File: src/hdl/assert_macros.svh
// Assertion macros shared by the synthesizer modules.
`ifndef ASSERT_MACROS_SVH
`define ASSERT_MACROS_SVH

// A property that must hold at every clock edge outside reset.
`define HWS_ASSERT(label, clk, rst, prop, msg) \
   label: assert property (@(posedge clk) disable iff (rst) (prop)) \
      else $error(msg);

// An implication checked in the same cycle outside reset.
`define HWS_ASSERT_IMPLY(label, clk, rst, ante, cons, msg) \
   label: assert property (@(posedge clk) disable iff (rst) (ante) |-> (cons)) \
      else $error(msg);

`endif

File: src/hdl/hws_pkg.sv
// Shared types and constants of the harmonic waveform synthesizer.
package hws_pkg;

   localparam int HWS_HARMONICS  = 10;
   localparam int HWS_SINE_DEPTH = 1024;

   localparam logic CMD_LOAD   = 1'b0;
   localparam logic CMD_SAMPLE = 1'b1;

   typedef struct packed {
      logic        cmd;
      logic [3:0]  harmonic_number;
      logic [30:0] amplitude;
      logic [15:0] phase_turns;
   } req_word_type;

   typedef struct packed {
      logic signed [31:0] sample;
      logic [7:0]         sample_index;
   } rsp_word_type;

   typedef struct packed {
      logic load;
      logic start_sample;
      logic issue;
      logic finish;
   } ctl_cmd_type;

   typedef struct packed {
      logic last_issue;
      logic acc_done;
      logic pipe_active;
   } ctl_status_type;

endpackage

File: src/hdl/hws_ctrl.sv
// Sequencer that steps one sample request through issue, drain and finish.
`include "assert_macros.svh"

module hws_ctrl
   import hws_pkg::*;
(
   input  logic           clock,
   input  logic           reset,
   input  logic           start,
   input  logic           req_cmd,
   output logic           busy,
   output ctl_cmd_type    cmd,
   input  ctl_status_type status
);

   localparam logic [1:0] ST_IDLE   = 2'd0;
   localparam logic [1:0] ST_ISSUE  = 2'd1;
   localparam logic [1:0] ST_DRAIN  = 2'd2;
   localparam logic [1:0] ST_FINISH = 2'd3;

   logic [1:0] state_ff;
   logic [1:0] state_in;

   always_comb begin
      state_in = state_ff;
      cmd      = '0;
      case (state_ff)
         ST_IDLE: begin
            if (start) begin
               if (req_cmd == CMD_SAMPLE) begin
                  cmd.start_sample = 1'b1;
                  state_in         = ST_ISSUE;
               end else begin
                  cmd.load = 1'b1;
               end
            end
         end
         ST_ISSUE: begin
            cmd.issue = 1'b1;
            if (status.last_issue) begin
               state_in = ST_DRAIN;
            end
         end
         ST_DRAIN: begin
            if (status.acc_done) begin
               state_in = ST_FINISH;
            end
         end
         ST_FINISH: begin
            cmd.finish = 1'b1;
            state_in   = ST_IDLE;
         end
         default: begin
            state_in = ST_IDLE;
         end
      endcase
   end

   always_ff @(posedge clock) begin
      if (reset) begin
         state_ff <= ST_IDLE;
      end else begin
         state_ff <= state_in;
      end
   end

   assign busy = (state_ff != ST_IDLE);

   // The last product must reach the accumulator only once issuing is over.
   `HWS_ASSERT_IMPLY(a_done_in_drain, clock, reset, status.acc_done, state_ff == ST_DRAIN, "accumulation finished outside drain")
   `HWS_ASSERT_IMPLY(a_idle_empty, clock, reset, state_ff == ST_IDLE, !status.pipe_active, "pipeline busy while idle")
   `HWS_ASSERT_IMPLY(a_finish_empty, clock, reset, state_ff == ST_FINISH, !status.pipe_active, "pipeline busy at finish")

endmodule

File: config.mk
export PLATFORM = sky130hd
export DESIGN_NAME = hws_ctrl
export DESIGN_NICKNAME = d
export VERILOG_FILES = /design/src/hdl/hws_pkg.sv /design/src/hdl/hws_ctrl.sv
export VERILOG_INCLUDE_DIRS = /design/src /design/src/hdl
export SDC_FILE = /design/constraint.sdc
export NUM_CORES = 1
export LEC_CHECK = 0
export BUFFER_PORTS_ARGS = -buffer_cell sky130_fd_sc_hd__buf_4
export CORE_AREA = 2 2 39 41
export CTS_CLUSTER_SIZE = 28
export DETAILED_ROUTE_END_ITERATION = 8
export DIE_AREA = 0 0 41 43
export PLACE_DENSITY = 0.38
export SLEW_MARGIN = 20
export SYNTH_ARGS = -nofsm -noshare
export SYNTH_HDL_FRONTEND = slang
export SYNTH_SLANG_ARGS = --single-unit
File: constraint.sdc
create_clock -name clock -period 3 [get_ports clock]
set_clock_uncertainty 0.1 [all_clocks]
set_input_delay 0.15 -clock clock [delete_from_list [all_inputs] [get_ports clock]]
set_output_delay 0.15 -clock clock [all_outputs]
set_load 0.01 [all_outputs]
# ---- Word level (Yosys, flattened, before mapping)
# Index checks and enable logic that the tools add are counted.
dict set report word_totals {
  reg_bits 2
  out_inout_bits 5
  word_cells 22
}
dict set report op_classes {
  n_eq_ne 7
  n_mux 11
  reduce_logical 3
}
# op count
set op_table {}
lappend op_table {{$mux 2} 6}
lappend op_table {{$ne 2x2->1 const B} 4}
lappend op_table {{$pmux 2 s4} 1}
lappend op_table {{$eq 2x2->1 const B} 2}
lappend op_table {{$mux 1} 4}
lappend op_table {{$reduce_and 4->1} 1}
lappend op_table {{$eq 2x1->1 const B} 1}
lappend op_table {{$logic_not 2->1} 1}
lappend op_table {{$reduce_bool 2->1} 1}

# ---- Longest topological paths before layout
# Gate-level depths: netlist (run 1).
dict set report logic_depth {
  word_depth 3
  ltp_mapped 4
  ltp_nobuf 4
}

# ---- Worst setup path before layout (run 1)
# No wires, ideal clock.
dict set report synth_timing {
  path_type {reg2reg}
  startpoint {reg state_ff[1]}
  endpoint {reg state_ff[0]}
  setup_ps 72
  arrival_ps 1337
  t_required_ps 2828
  path_slack_ps 1492
  stages_incl_launch_ff 5
  period_less_slack_ps 1508
  cell_sequence {dfxtp_1 > inv_1 > ha_1 > a222oi_1 > mux2i_1}
}
dict set report synth_via {
  elab_chain_len 3
  elab_cells_between_ends 10
}
# element line_no
set synth_rtl {}
lappend synth_rtl {{from (decl)} hws_ctrl.sv:21} ;# logic [1:0] state_ff;
lappend synth_rtl {{from (signal assigned)} hws_ctrl.sv:63} ;# state_ff <= state_in;
lappend synth_rtl {{$eq 2x1->1, or another cell as far along} hws_ctrl.sv:27} ;# case (state_ff)
lappend synth_rtl {{$ne 2x2->1 (no source line)} --}
lappend synth_rtl {{$reduce_and 4->1 (no source line)} --}
# Parallel ways exist; a longest one is shown, timed or not.
# A chain may end at the register's enable or synchronous reset.

# ---- Worst setup path after layout (run 1)
# Ends and elaborated chain as after synthesis.

==> summary.md, run 1 <==
| Metric | Value |
|---|---|
| Ports | `12` |
| Ys Warns | `0` |
| All-layer global routing usage | `6.21%` |
| Area of the multi-input gates | `138 sq um` |
| RD Place Congestion | `0.591` |
| Mux contribution to synthesized area | `10.2%` |
| Starting density of the core | `between 10% and 20%` |
| Number of global-route vias before repair | `193` |
| Placed Cells | `49` |
| Post-synthesis xor/xnor area fraction | `0%` |
| Total CTS buffers | `3` |
| Vias/cell | `3.67` |
| Met3 GRT Util | `1.57%` |
| RSZ-0062 raised after global routing | `no` |
| Clk pin slew, worst setup/hold paths | `about 0.03 ns` |
| Distinct cells, synth | `10` |
| Core ar. | `0.00138 sq mm` |
| Design area | `314 sq um` |
| CTS H-tree depth | `1` |
| Post-cts sizing count | `0` |
| TNS Setup | `0 ns` |
| Die Ht | `around 43 um` |
| Top reg by flops | `state_ff` |
| Input/output buffers | `10` |
| Max FFs per register | `2` |
| Layout fillers | `~160` |
| Post-CTS Setup Bufs | `0` |
| # diodes | `0` |
| CTS tree | `built` |
| Asr flop ratio synth | `0%` |
| Initial antenna violation count | `0` |
| Syn Inst Count | `23` |
| Max IR drop VDD | `0.331 mV` |
| Top flop regs | `state_ff: 2 flops` |
| Post-synth top area share | `31.8%` |
| ANT nets after route | `0` |
| Syn Nets | `35` |
| Power per cell area | `between 700 and 800 mW/mm^2` |
| Post-synthesis simple-gate area fraction | `19.1%` |
| WL/cell | `8.10 um` |
| Worst skew pair latency | `0.22 ns` |
| Synth Area in Compound Gates | `8.92%` |
| DIE AREA | `0.00176 sq mm` |
| Share of layout cells above drive strength 1 | `between 30% and 40%` |
| Via count | `191` |
| Fin crit share | `53.6%` |
| Worst Path Max Fanout | `4` |
| Yosys reg bits | `2` |
| Storage cell area | `between 40 and 50 sq um` |
| Hold-fix buffers, CTS | `0` |
| GR met1 Demand/Resource | `6.71%` |
| # rows | `14` |
| Largest cells by area after synthesis | `ha_1, dfxtp_1, mux2i_1` |
| Final WS setup | `1.39 ns` |
| Setup Viol. Count Final | `0` |
| Status | `finished, final reports clean` |
| Main synth FF type | `dfxtp_1` |
| Total grt overflow | `0` |
| Final net count | `50` |
| WL final | `roughly 420 um` |
| Adder-cell share of the synthesized area | `31.8%` |
| Avg Cell Area, Syn | `8.54 sq um` |
| Placed Area | `292 sq um` |
| Worst-margin pin slew | `0.519 ns` |
| Most common library cells after synthesis | `ha_1, inv_1, nand2b_1` |
| Area Growth Syn to Fin | `59.9%` |
| Max Cap Viol | `0` |
| Worst setup SP type | `register` |
| CTS Buffer Depth | `2` |
| DP HPWL | `roughly 340 um` |
| Hold Path Class | `in2reg` |
| Overall Power | `244 uW` |
| Setup CP Type | `reg2reg` |
| Width of the die | `41 um` |
| Root buf cell | `clkbuf_4` |
| Largest family of logic cells by synthesized area | `adder cells` |
| # DRC | `0` |
| Leak | `0.175 nW` |
| Grt peak-use layer | `met2` |
| Synth area leader | `ha_1` |
| Pin count of the biggest net entering global routing | `5` |
| F_max | `slightly above 0.6 GHz` |
| Initial DRC Count | `2` |
| Pins Over Slew Limit | `0` |
| Synthesized area | `196 sq um` |
| M2 GR Usage | `8.13%` |
| CP Capture Type | `register` |
| DR pass1 iterations | `4` |
| CTS Sinks | `2` |
| First-pass GRT wire length | `683 um` |
| Sequential area share after synthesis | `20.4%` |
| Data required time of the worst path | `3.05 ns` |
| Rel. slew slack | `about two thirds` |
| Post-synth EDFFs | `0` |
| Non-filler cells, final | `52` |
| Tmin final | `1.61 ns` |
| Pre-CTS setup slack | `around 1.4 ns` |
| CP arrival | `1.66 ns` |
| Final hold viol count | `0` |
## stage by stage
step	hold slack, ns	util (%)
after floorplan	0.230	-
after global placement	0.342	21.1
after detailed placement	0.351	21.1
after CTS	0.109	22.7
after global routing	0.133	22.7
final	0.113	22.7
## worst max-delay path, cell delays in order (launching register included)
cell	delay, ns
dfxtp_1	0.37
inv_1	0.09
ha_1	0.20
a222oi_1	0.53
mux2i_1	0.24
## placed cells by master, fill, tap and decap left out, drive strengths merged
cell,count
a222oi,1
and3,1
buf,10
clkbuf,3
dfxtp,2
ha,5
inv,5
mux2i,2
nand2,2
nand2b,3
nor2,1
o21bai,1
## final cells by class
class	count	share of cell area, %
flip-flops and latches	2	12.7
multi-input cells	16	43.8
well taps	16	6.37
clock buffers	3	7.17
repair buffers	10	23.9
inverters	5	5.98
## power by group
group,switching (mW),leakage [nW],internal [mW]
Combinational,0.0664,0.144,0.0699
Clock,0.0150,0.0138,0.0441
Sequential,0.0111,0.0165,0.0378
## routing by layer
metal | vias to the layer above | routed length (um)
met5 | - | 0
met4 | 0 | 0
met2 | 11 | 173
met3 | 0 | 66
li1 | 102 | -
met1 | 78 | 180
## final timing paths
kind / cells past startpoint / slack, ns / endpoint / startpoint
hold / removal: 3 / 0.11 / state_ff[1] / reset
hold reg to reg: 2 / 0.41 / state_ff[1] / state_ff[1]
setup reg to reg: 4 / 1.39 / state_ff[0] / state_ff[1]
setup / recovery: 4 / 1.39 / state_ff[0] / state_ff[1]
## cell families (layout without fill, tap and decap cells)
group	after synthesis	after routing
AOI/OAI and AO/OA	2	2
adders and majority gates	5	5
buffers and inverters	5	18
DFF	2	2
muxes	2	2
and+or+nand+nor	7	7
No activity file was read; power rests on OpenSTA's default activity.
==> run 2, diff against run 1 <==
--- a/config.mk
+++ b/config.mk
@@ -11,7 +11,7 @@
 export CTS_CLUSTER_SIZE = 28
 export DETAILED_ROUTE_END_ITERATION = 8
 export DIE_AREA = 0 0 41 43
-export PLACE_DENSITY = 0.38
+export PLACE_DENSITY = 0.39
 export SLEW_MARGIN = 20
 export SYNTH_ARGS = -nofsm -noshare
 export SYNTH_HDL_FRONTEND = slang
==> constraint.sdc (replaced) <==
create_clock -name clock -period 1.3 [get_ports clock]
set_clock_uncertainty 0.1 [all_clocks]
set_input_delay 0.065 -clock clock [delete_from_list [all_inputs] [get_ports clock]]
set_output_delay 0.065 -clock clock [all_outputs]
set_load 0.01 [all_outputs]
==> run 2 against run 1 <==
Against the previous run:
- sequential power increased to 2.9 times the previous value
- critical path depth is 1 higher
- the flow now finishes with violations (setup timing)
- fmax is 13% higher
- die area did not move
- worst hold slack worse by 0.10 ns
- clock power rose to 2.6 times the previous value
- combinational power grew to 4.4 times the previous value
- non-clock buffer count up 10
- final area grew 46%
- register-to-register slack got worse by 1.5 ns
- power increased to 3.7 times the previous value
- via count grew 21%
==> summary.md, run 2 (same netlist as run 1, synthesis figures left out) <==
| Metric | Value |
|---|---|
| Met1 Wirelength | `205 um (+14%)` |
| Top reg by flops | `state_ff` |
| First-pass GRT wire length | `841 um (+23%)` |
| Commonest non-fill, non-tap cell in the layout | `buf_4` |
| Clk pin slew, worst setup/hold paths | `0.04 ns (about the same)` |
| All-layer global routing usage | `7.51% (+1.3 points)` |
| Setup Viol. Count Final | `3 (+3)` |
| Share of layout cells above drive strength 1 | `66.0% (+27 points)` |
| Worst Path Max Fanout | `3 (-1)` |
| Top flop regs | `state_ff: 2 flops` |
| Placed Cells | `55 (+12%)` |
| Non-filler cells, final | `63 (+21%)` |
| Area of the multi-input gates | `179 sq um (+30%)` |
| CP max stage delay | `0.35 ns (-0.18 ns)` |
| Hold Path Class | `in2reg` |
| # rows | `14 (unchanged)` |
| CTS Sinks | `2 (unchanged)` |
| # diodes | `0 (unchanged)` |
| Final WS setup | `-0.127 ns (-1.52 ns)` |
| Core ar. | `0.00138 sq mm (unchanged)` |
| Final net count | `60 (+20%)` |
| Status | `finished with violations` |
| Met3 wire len | `71 um (+7.6%)` |
| Rel. slew slack | `82.6% (+17 points)` |
| Final hold viol count | `0 (unchanged)` |
| Pin count of the biggest net entering global routing | `5 (unchanged)` |
| Power per cell area | `1950 mW/mm^2 (+150%)` |
| Initial antenna violation count | `0 (unchanged)` |
| RD Place Congestion | `0.633 (+7.0%)` |
| Data required time of the worst path | `1.35 ns (-1.70 ns)` |
| Leak | `0.232 nW (+33%)` |
| ANT nets after route | `0 (unchanged)` |
| CTS Buffer Depth | `2 (unchanged)` |
| Die Ht | `43 um (unchanged)` |
| DIE AREA | `0.00176 sq mm (unchanged)` |
| Total grt overflow | `0 (unchanged)` |
| # DRC | `0 (unchanged)` |
| Via count | `231 (+21%)` |
| Setup CP Type | `reg2reg` |
| CTS H-tree depth | `1 (unchanged)` |
| Layout fillers | `149 (-5.1%)` |
| Worst-margin pin slew | `0.262 ns (-0.257 ns)` |
| Width of the die | `41 um (unchanged)` |
| Max FFs per register | `2 (unchanged)` |
| Max IR drop VDD | `0.552 mV (+67%)` |
| Vias/cell | `3.67 (-0.17%)` |
| Highest metal used | `met3` |
| Worst setup SP type | `register` |
| Total CTS buffers | `3 (unchanged)` |
| Cell family with most CP delay | `flip-flops` |
| DR pass1 iterations | `4 (unchanged)` |
| Failing checks | `setup timing` |
| Input/output buffers | `10 (unchanged)` |
| Starting density of the core | `14.2% (unchanged)` |
| Routed wl met2 | `241 um (+39%)` |
| Fin crit share | `110% (+56 points)` |
| WL final | `518 um (+23%)` |
| Number of global-route vias before repair | `210 (+8.8%)` |
| Pre-CTS setup slack | `-0.115 ns (-1.51 ns)` |
| Buf+Inv Stages, Crit Path | `2 (+1)` |
| Pins Over Slew Limit | `0 (unchanged)` |
| Tmin final | `1.43 ns (-0.181 ns)` |
| WL/cell | `8.22 um (+1.6%)` |
| RSZ-0062 raised after global routing | `yes` |
| Storage cell area | `47.5 sq um (+19%)` |
| CTS tree | `built` |
| Root buf cell | `clkbuf_4` |
| Utilization after layout | `33.1% (+10 points)` |
| Worst path cell trace | `buf_6, ha_4, a222oi_1, buf_4, mux2i_1` |
| CP Capture Type | `register` |
| F_max | `0.701 GHz (+13%)` |
| Worst skew pair latency | `0.23 ns (about the same)` |
| Ports | `12 (unchanged)` |
| Initial DRC Count | `5 (+3)` |
| Max Cap Viol | `0 (unchanged)` |
| CP max stage cell | `dfxtp_4` |
| Area Growth Syn to Fin | `133%` |
| CP arrival | `1.47 ns (-0.19 ns)` |
[run 2: per-layer routing]
layer	vias to the layer above	GRT usage, %
met5	-	0
met4	0	6.00
met3	0	4.71
met2	13	10.9
met1	97	7.01
li1	121	-
[run 2: layout make-up]
type | count | share of cell area, %
repair buffers | 20 | 35.2
flip-flops and latches | 2 | 10.4
multi-input cells | 16 | 39.1
well taps | 16 | 4.37
inverters | 5 | 5.19
clock buffers | 4 | 5.74
[run 2: tightest hold or removal path, stage by stage]
cell and delay (ns):
buf_4 0.09, nand2b_1 0.09, mux2i_1 0.06
[run 2: timing repair]
action | CTS | global route
gates cloned | 0 | 0
buffers inserted | 1 | 3
resized for setup | 4 | 6
pin swaps | 2 | 3
setup endpoints to repair | 5 | 4
hold buffers | 0 | 0
[run 2: final timing paths]
path | startpoint | depth (start not counted) | to | slack, ns
worst min-delay path | reset | 3 | state_ff[0] | 0.01
worst max-delay path | state_ff[0] | 5 | state_ff[1] | -0.13
worst min register to register | state_ff[0] | 3 | state_ff[0] | 0.54
worst max register to register | state_ff[0] | 5 | state_ff[1] | -0.13
[run 2: per-stage QoR]
step | hold slack (ns) | setup TNS, ns | power [mW] | instance area, sq um
after floorplan | 0.0775 | -0.197 | 0.348 | 216
after global placement | 0.246 | -0.190 | 0.584 | 357
after detailed placement | 0.255 | -0.219 | 0.586 | 357
after CTS | 0.00842 | -0.481 | 0.810 | 409
after global routing | 0.0202 | -0.504 | 0.977 | 458
final | 0.0112 | -0.275 | 0.895 | 458
[run 2: where the power goes]
group | switching, mW | total (mW) | internal, mW | leakage [nW]
clock | 0.0416 | 0.156 | 0.114 | 0.0150
sequential | 0.0413 | 0.143 | 0.102 | 0.0178
combinational | 0.227 | 0.596 | 0.369 | 0.199
==> run 3, diff against run 2 <==
--- a/config.mk
+++ b/config.mk
@@ -12,6 +12,7 @@
 export DETAILED_ROUTE_END_ITERATION = 8
 export DIE_AREA = 0 0 41 43
 export PLACE_DENSITY = 0.39
+export SETUP_SLACK_MARGIN = 0.3
 export SLEW_MARGIN = 20
 export SYNTH_ARGS = -nofsm -noshare
 export SYNTH_HDL_FRONTEND = slang
==> constraint.sdc (replaced) <==
create_clock -name clock -period 1.2 [get_ports clock]
set_clock_uncertainty 0.1 [all_clocks]
set_input_delay 0.06 -clock clock [delete_from_list [all_inputs] [get_ports clock]]
set_output_delay 0.06 -clock clock [all_outputs]
set_load 0.01 [all_outputs]
==> run 3 against run 2 <==
Against the previous run:
- the flow still finishes with violations (setup timing)
- worst setup slack lost 0.10 ns
- power increased by 23%
- register-to-register slack lost 0.10 ns
- final area is 12% higher
- clock-buffer cell count unchanged
- via count is 3.5% higher
- fmax is 0.15% lower
- core utilization is 3.9 points higher
- sequential share of layout area shrank 1.1 points
- largest cell class unchanged
==> summary.md, run 3 (same netlist as run 1, synthesis figures left out) <==
| Metric | Value |
|---|---|
| Status | `finished with violations` |
| Failing checks | `setup timing` |
| Non-filler cells, final | `65 (+3.2%)` |
| Share of layout cells above drive strength 1 | `75.5% (+9.6 points)` |
| CTS Sinks | `2 (unchanged)` |
| Most frequent cells in the layout | `buf_4, buf_6, ha_4` |
| Total grt overflow | `0 (unchanged)` |
| Root buf cell | `clkbuf_4` |
| CP Capture Type | `register` |
| First-pass GRT wire length | `959 um (+14%)` |
| CTS H-tree depth | `1 (unchanged)` |
| Setup CP Type | `reg2reg` |
| Switching power | `382 uW (+23%)` |
| Worst skew pair latency | `0.23 ns (about the same)` |
| Pins Over Slew Limit | `0 (unchanged)` |
| Critical R2R Launch | `state_ff[1]` |
| Final net count | `62 (+3.3%)` |
| CP max stage cell | `dfxtp_4` |
| F_max | `0.700 GHz (-0.15%)` |
| Die Ht | `43 um (unchanged)` |
| Top reg by flops | `state_ff` |
| Pin count of the biggest net entering global routing | `5 (unchanged)` |
| Hold Path Class | `in2reg` |
| ANT nets after route | `0 (unchanged)` |
| Logic pwr share | `69.9% (+3.3 points)` |
| DR pass1 iterations | `4 (unchanged)` |
| Core ar. | `0.00138 sq mm (unchanged)` |
| Worst Path Max Fanout | `3 (unchanged)` |
| Routed wl met2 | `268 um (+11%)` |
| Max Cap Viol | `0 (unchanged)` |
| Area Growth Syn to Fin | `161%` |
| # rows | `14 (unchanged)` |
| WL/cell | `8.62 um (+4.8%)` |
| Max IR drop VDD | `0.938 mV (+70%)` |
| Met3 wire len | `50 um (-30%)` |
| WL final | `560 um (+8.1%)` |
| RSZ-0062 raised after global routing | `yes` |
| Rel. slew slack | `80.4% (-2.2 points)` |
| Commonest non-fill, non-tap cell in the layout | `buf_4` |
| Fin crit share | `119% (+9.3 points)` |
| CP arrival | `1.47 ns (about the same)` |
| Hold path depth | `3 (unchanged)` |
| Ports | `12 (unchanged)` |
| Placed Cells | `56 (+1.8%)` |
| Vias/cell | `3.68 (+0.28%)` |
| CP max stage delay | `0.37 ns (+0.02 ns)` |
| RD Place Congestion | `0.598 (-5.5%)` |
| Sw frac | `34.7% (+0.11 points)` |
| CTS Buffer Depth | `2 (unchanged)` |
| Max FFs per register | `2 (unchanged)` |
| Number of global-route vias before repair | `229 (+9.0%)` |
| Minimum hold slack | `0.00363 ns (-0.00759 ns)` |
| Power per cell area | `2150 mW/mm^2 (+10%)` |
| Worst path cell trace | `inv_4, ha_4, a222oi_1, buf_4, mux2i_1` |
| # diodes | `0 (unchanged)` |
| Worst-margin pin slew | `0.294 ns (+0.0323 ns)` |
| Width of the die | `41 um (unchanged)` |
| CTS tree | `built` |
| Final WS setup | `-0.229 ns (-0.102 ns)` |
| Seq pwr share | `15.1% (-0.9 points)` |
| Hold Crit Endpoint | `state_ff[0]` |
| Via count | `239 (+3.5%)` |
| Met1 Wirelength | `242 um (+18%)` |
| Highest metal used | `met3` |
| Input/output buffers | `10 (unchanged)` |
| Initial DRC Count | `3 (-2)` |
| Setup Viol. Count Final | `6 (+3)` |
| Total CTS buffers | `3 (unchanged)` |
| Worst r2r dst | `state_ff[1]` |
| Cell family with most CP delay | `flip-flops` |
| # DRC | `0 (unchanged)` |
| FF-to-FF setup slack | `-0.23 ns (-0.10 ns)` |
| Top flop regs | `state_ff: 2 flops` |
| Internal power | `719 uW (+23%)` |
| Data required time of the worst path | `1.24 ns (-0.11 ns)` |
| Overall Power | `1.10 mW (+23%)` |
| Clk pin slew, worst setup/hold paths | `0.04 ns (about the same)` |
| DIE AREA | `0.00176 sq mm (unchanged)` |
| Final hold viol count | `0 (unchanged)` |
| Tmin final | `1.43 ns (+0.00211 ns)` |
| Layout fillers | `149 (unchanged)` |
| Worst r2r path cells | `5 (unchanged)` |
| Initial antenna violation count | `0 (unchanged)` |
| Starting density of the core | `14.2% (unchanged)` |
| Leak | `0.243 nW (+4.7%)` |
| All-layer global routing usage | `8.21% (+0.70 points)` |
| Hold_sp | `reset` |
| Buf+Inv Stages, Crit Path | `2 (unchanged)` |
| Clock power share | `14.9% (-2.5 points)` |
| Worst setup SP type | `register` |
## run 3: worst max path at each step
stage          depth (start not counted)   startpoint     endpoint  slack [ns]
2_1_floorplan                          4  state_ff[0]  state_ff[1]       -0.20
3_3_place_gp                           5  state_ff[0]  state_ff[1]       -0.21
3_5_place_dp                           5  state_ff[0]  state_ff[1]       -0.23
4_1_cts                                5  state_ff[1]  state_ff[1]       -0.23
5_1_grt                                5  state_ff[1]  state_ff[1]       -0.29
6_report                               5  state_ff[1]  state_ff[1]       -0.23
## run 3: metrics by stage
stage                     setup TNS (ns)  worst slack [ns]  utilization, %  cell area (sq um)
after CTS                         -0.866            -0.232            36.0                498
after detailed placement          -0.459            -0.232            26.8                370
after global placement            -0.397            -0.206            26.8                370
after global routing               -1.22            -0.295            37.0                512
final                             -0.905            -0.229            37.0                512
after floorplan                   -0.397            -0.199               -                223
## run 3: power by group through the flow
stage	logic, mW	registers [mW]	clock network [mW]
floorplan	0.248	0.138	0
global placement	0.516	0.138	0
detailed placement	0.524	0.140	0
CTS	0.741	0.162	0.177
global route	0.842	0.173	0.186
finish	0.770	0.167	0.165
## run 3: area by class of cell
type	count	area, sq um	share of cell area [%]
repair buffers	22	195	38.1
inverters	5	26.3	5.13
well taps	16	20.0	3.91
clock buffers	4	26.3	5.13
multi-input cells	16	196	38.4
flip-flops and latches	2	47.5	9.29
## run 3: tightest hold or removal path: cells and delay by family
family                 cells  cell delay, ns
buffers and inverters      1            0.09
muxes                      1            0.05
and+or+nand+nor            1            0.09
## run 3: what timing repair did
action	in CTS	in global routing
buffers inserted	4	1
gates resized for setup	17	2
hold endpoints to repair	1	0
setup endpoints to repair	7	7
gates cloned	0	0
pin swaps	2	0
## run 3: per-layer routing
layer	vias to the layer above	GRT usage (%)
li1	126	-
met2	11	11.6
met3	0	4.71
met5	-	0
met1	102	9.55
met4	0	4.00
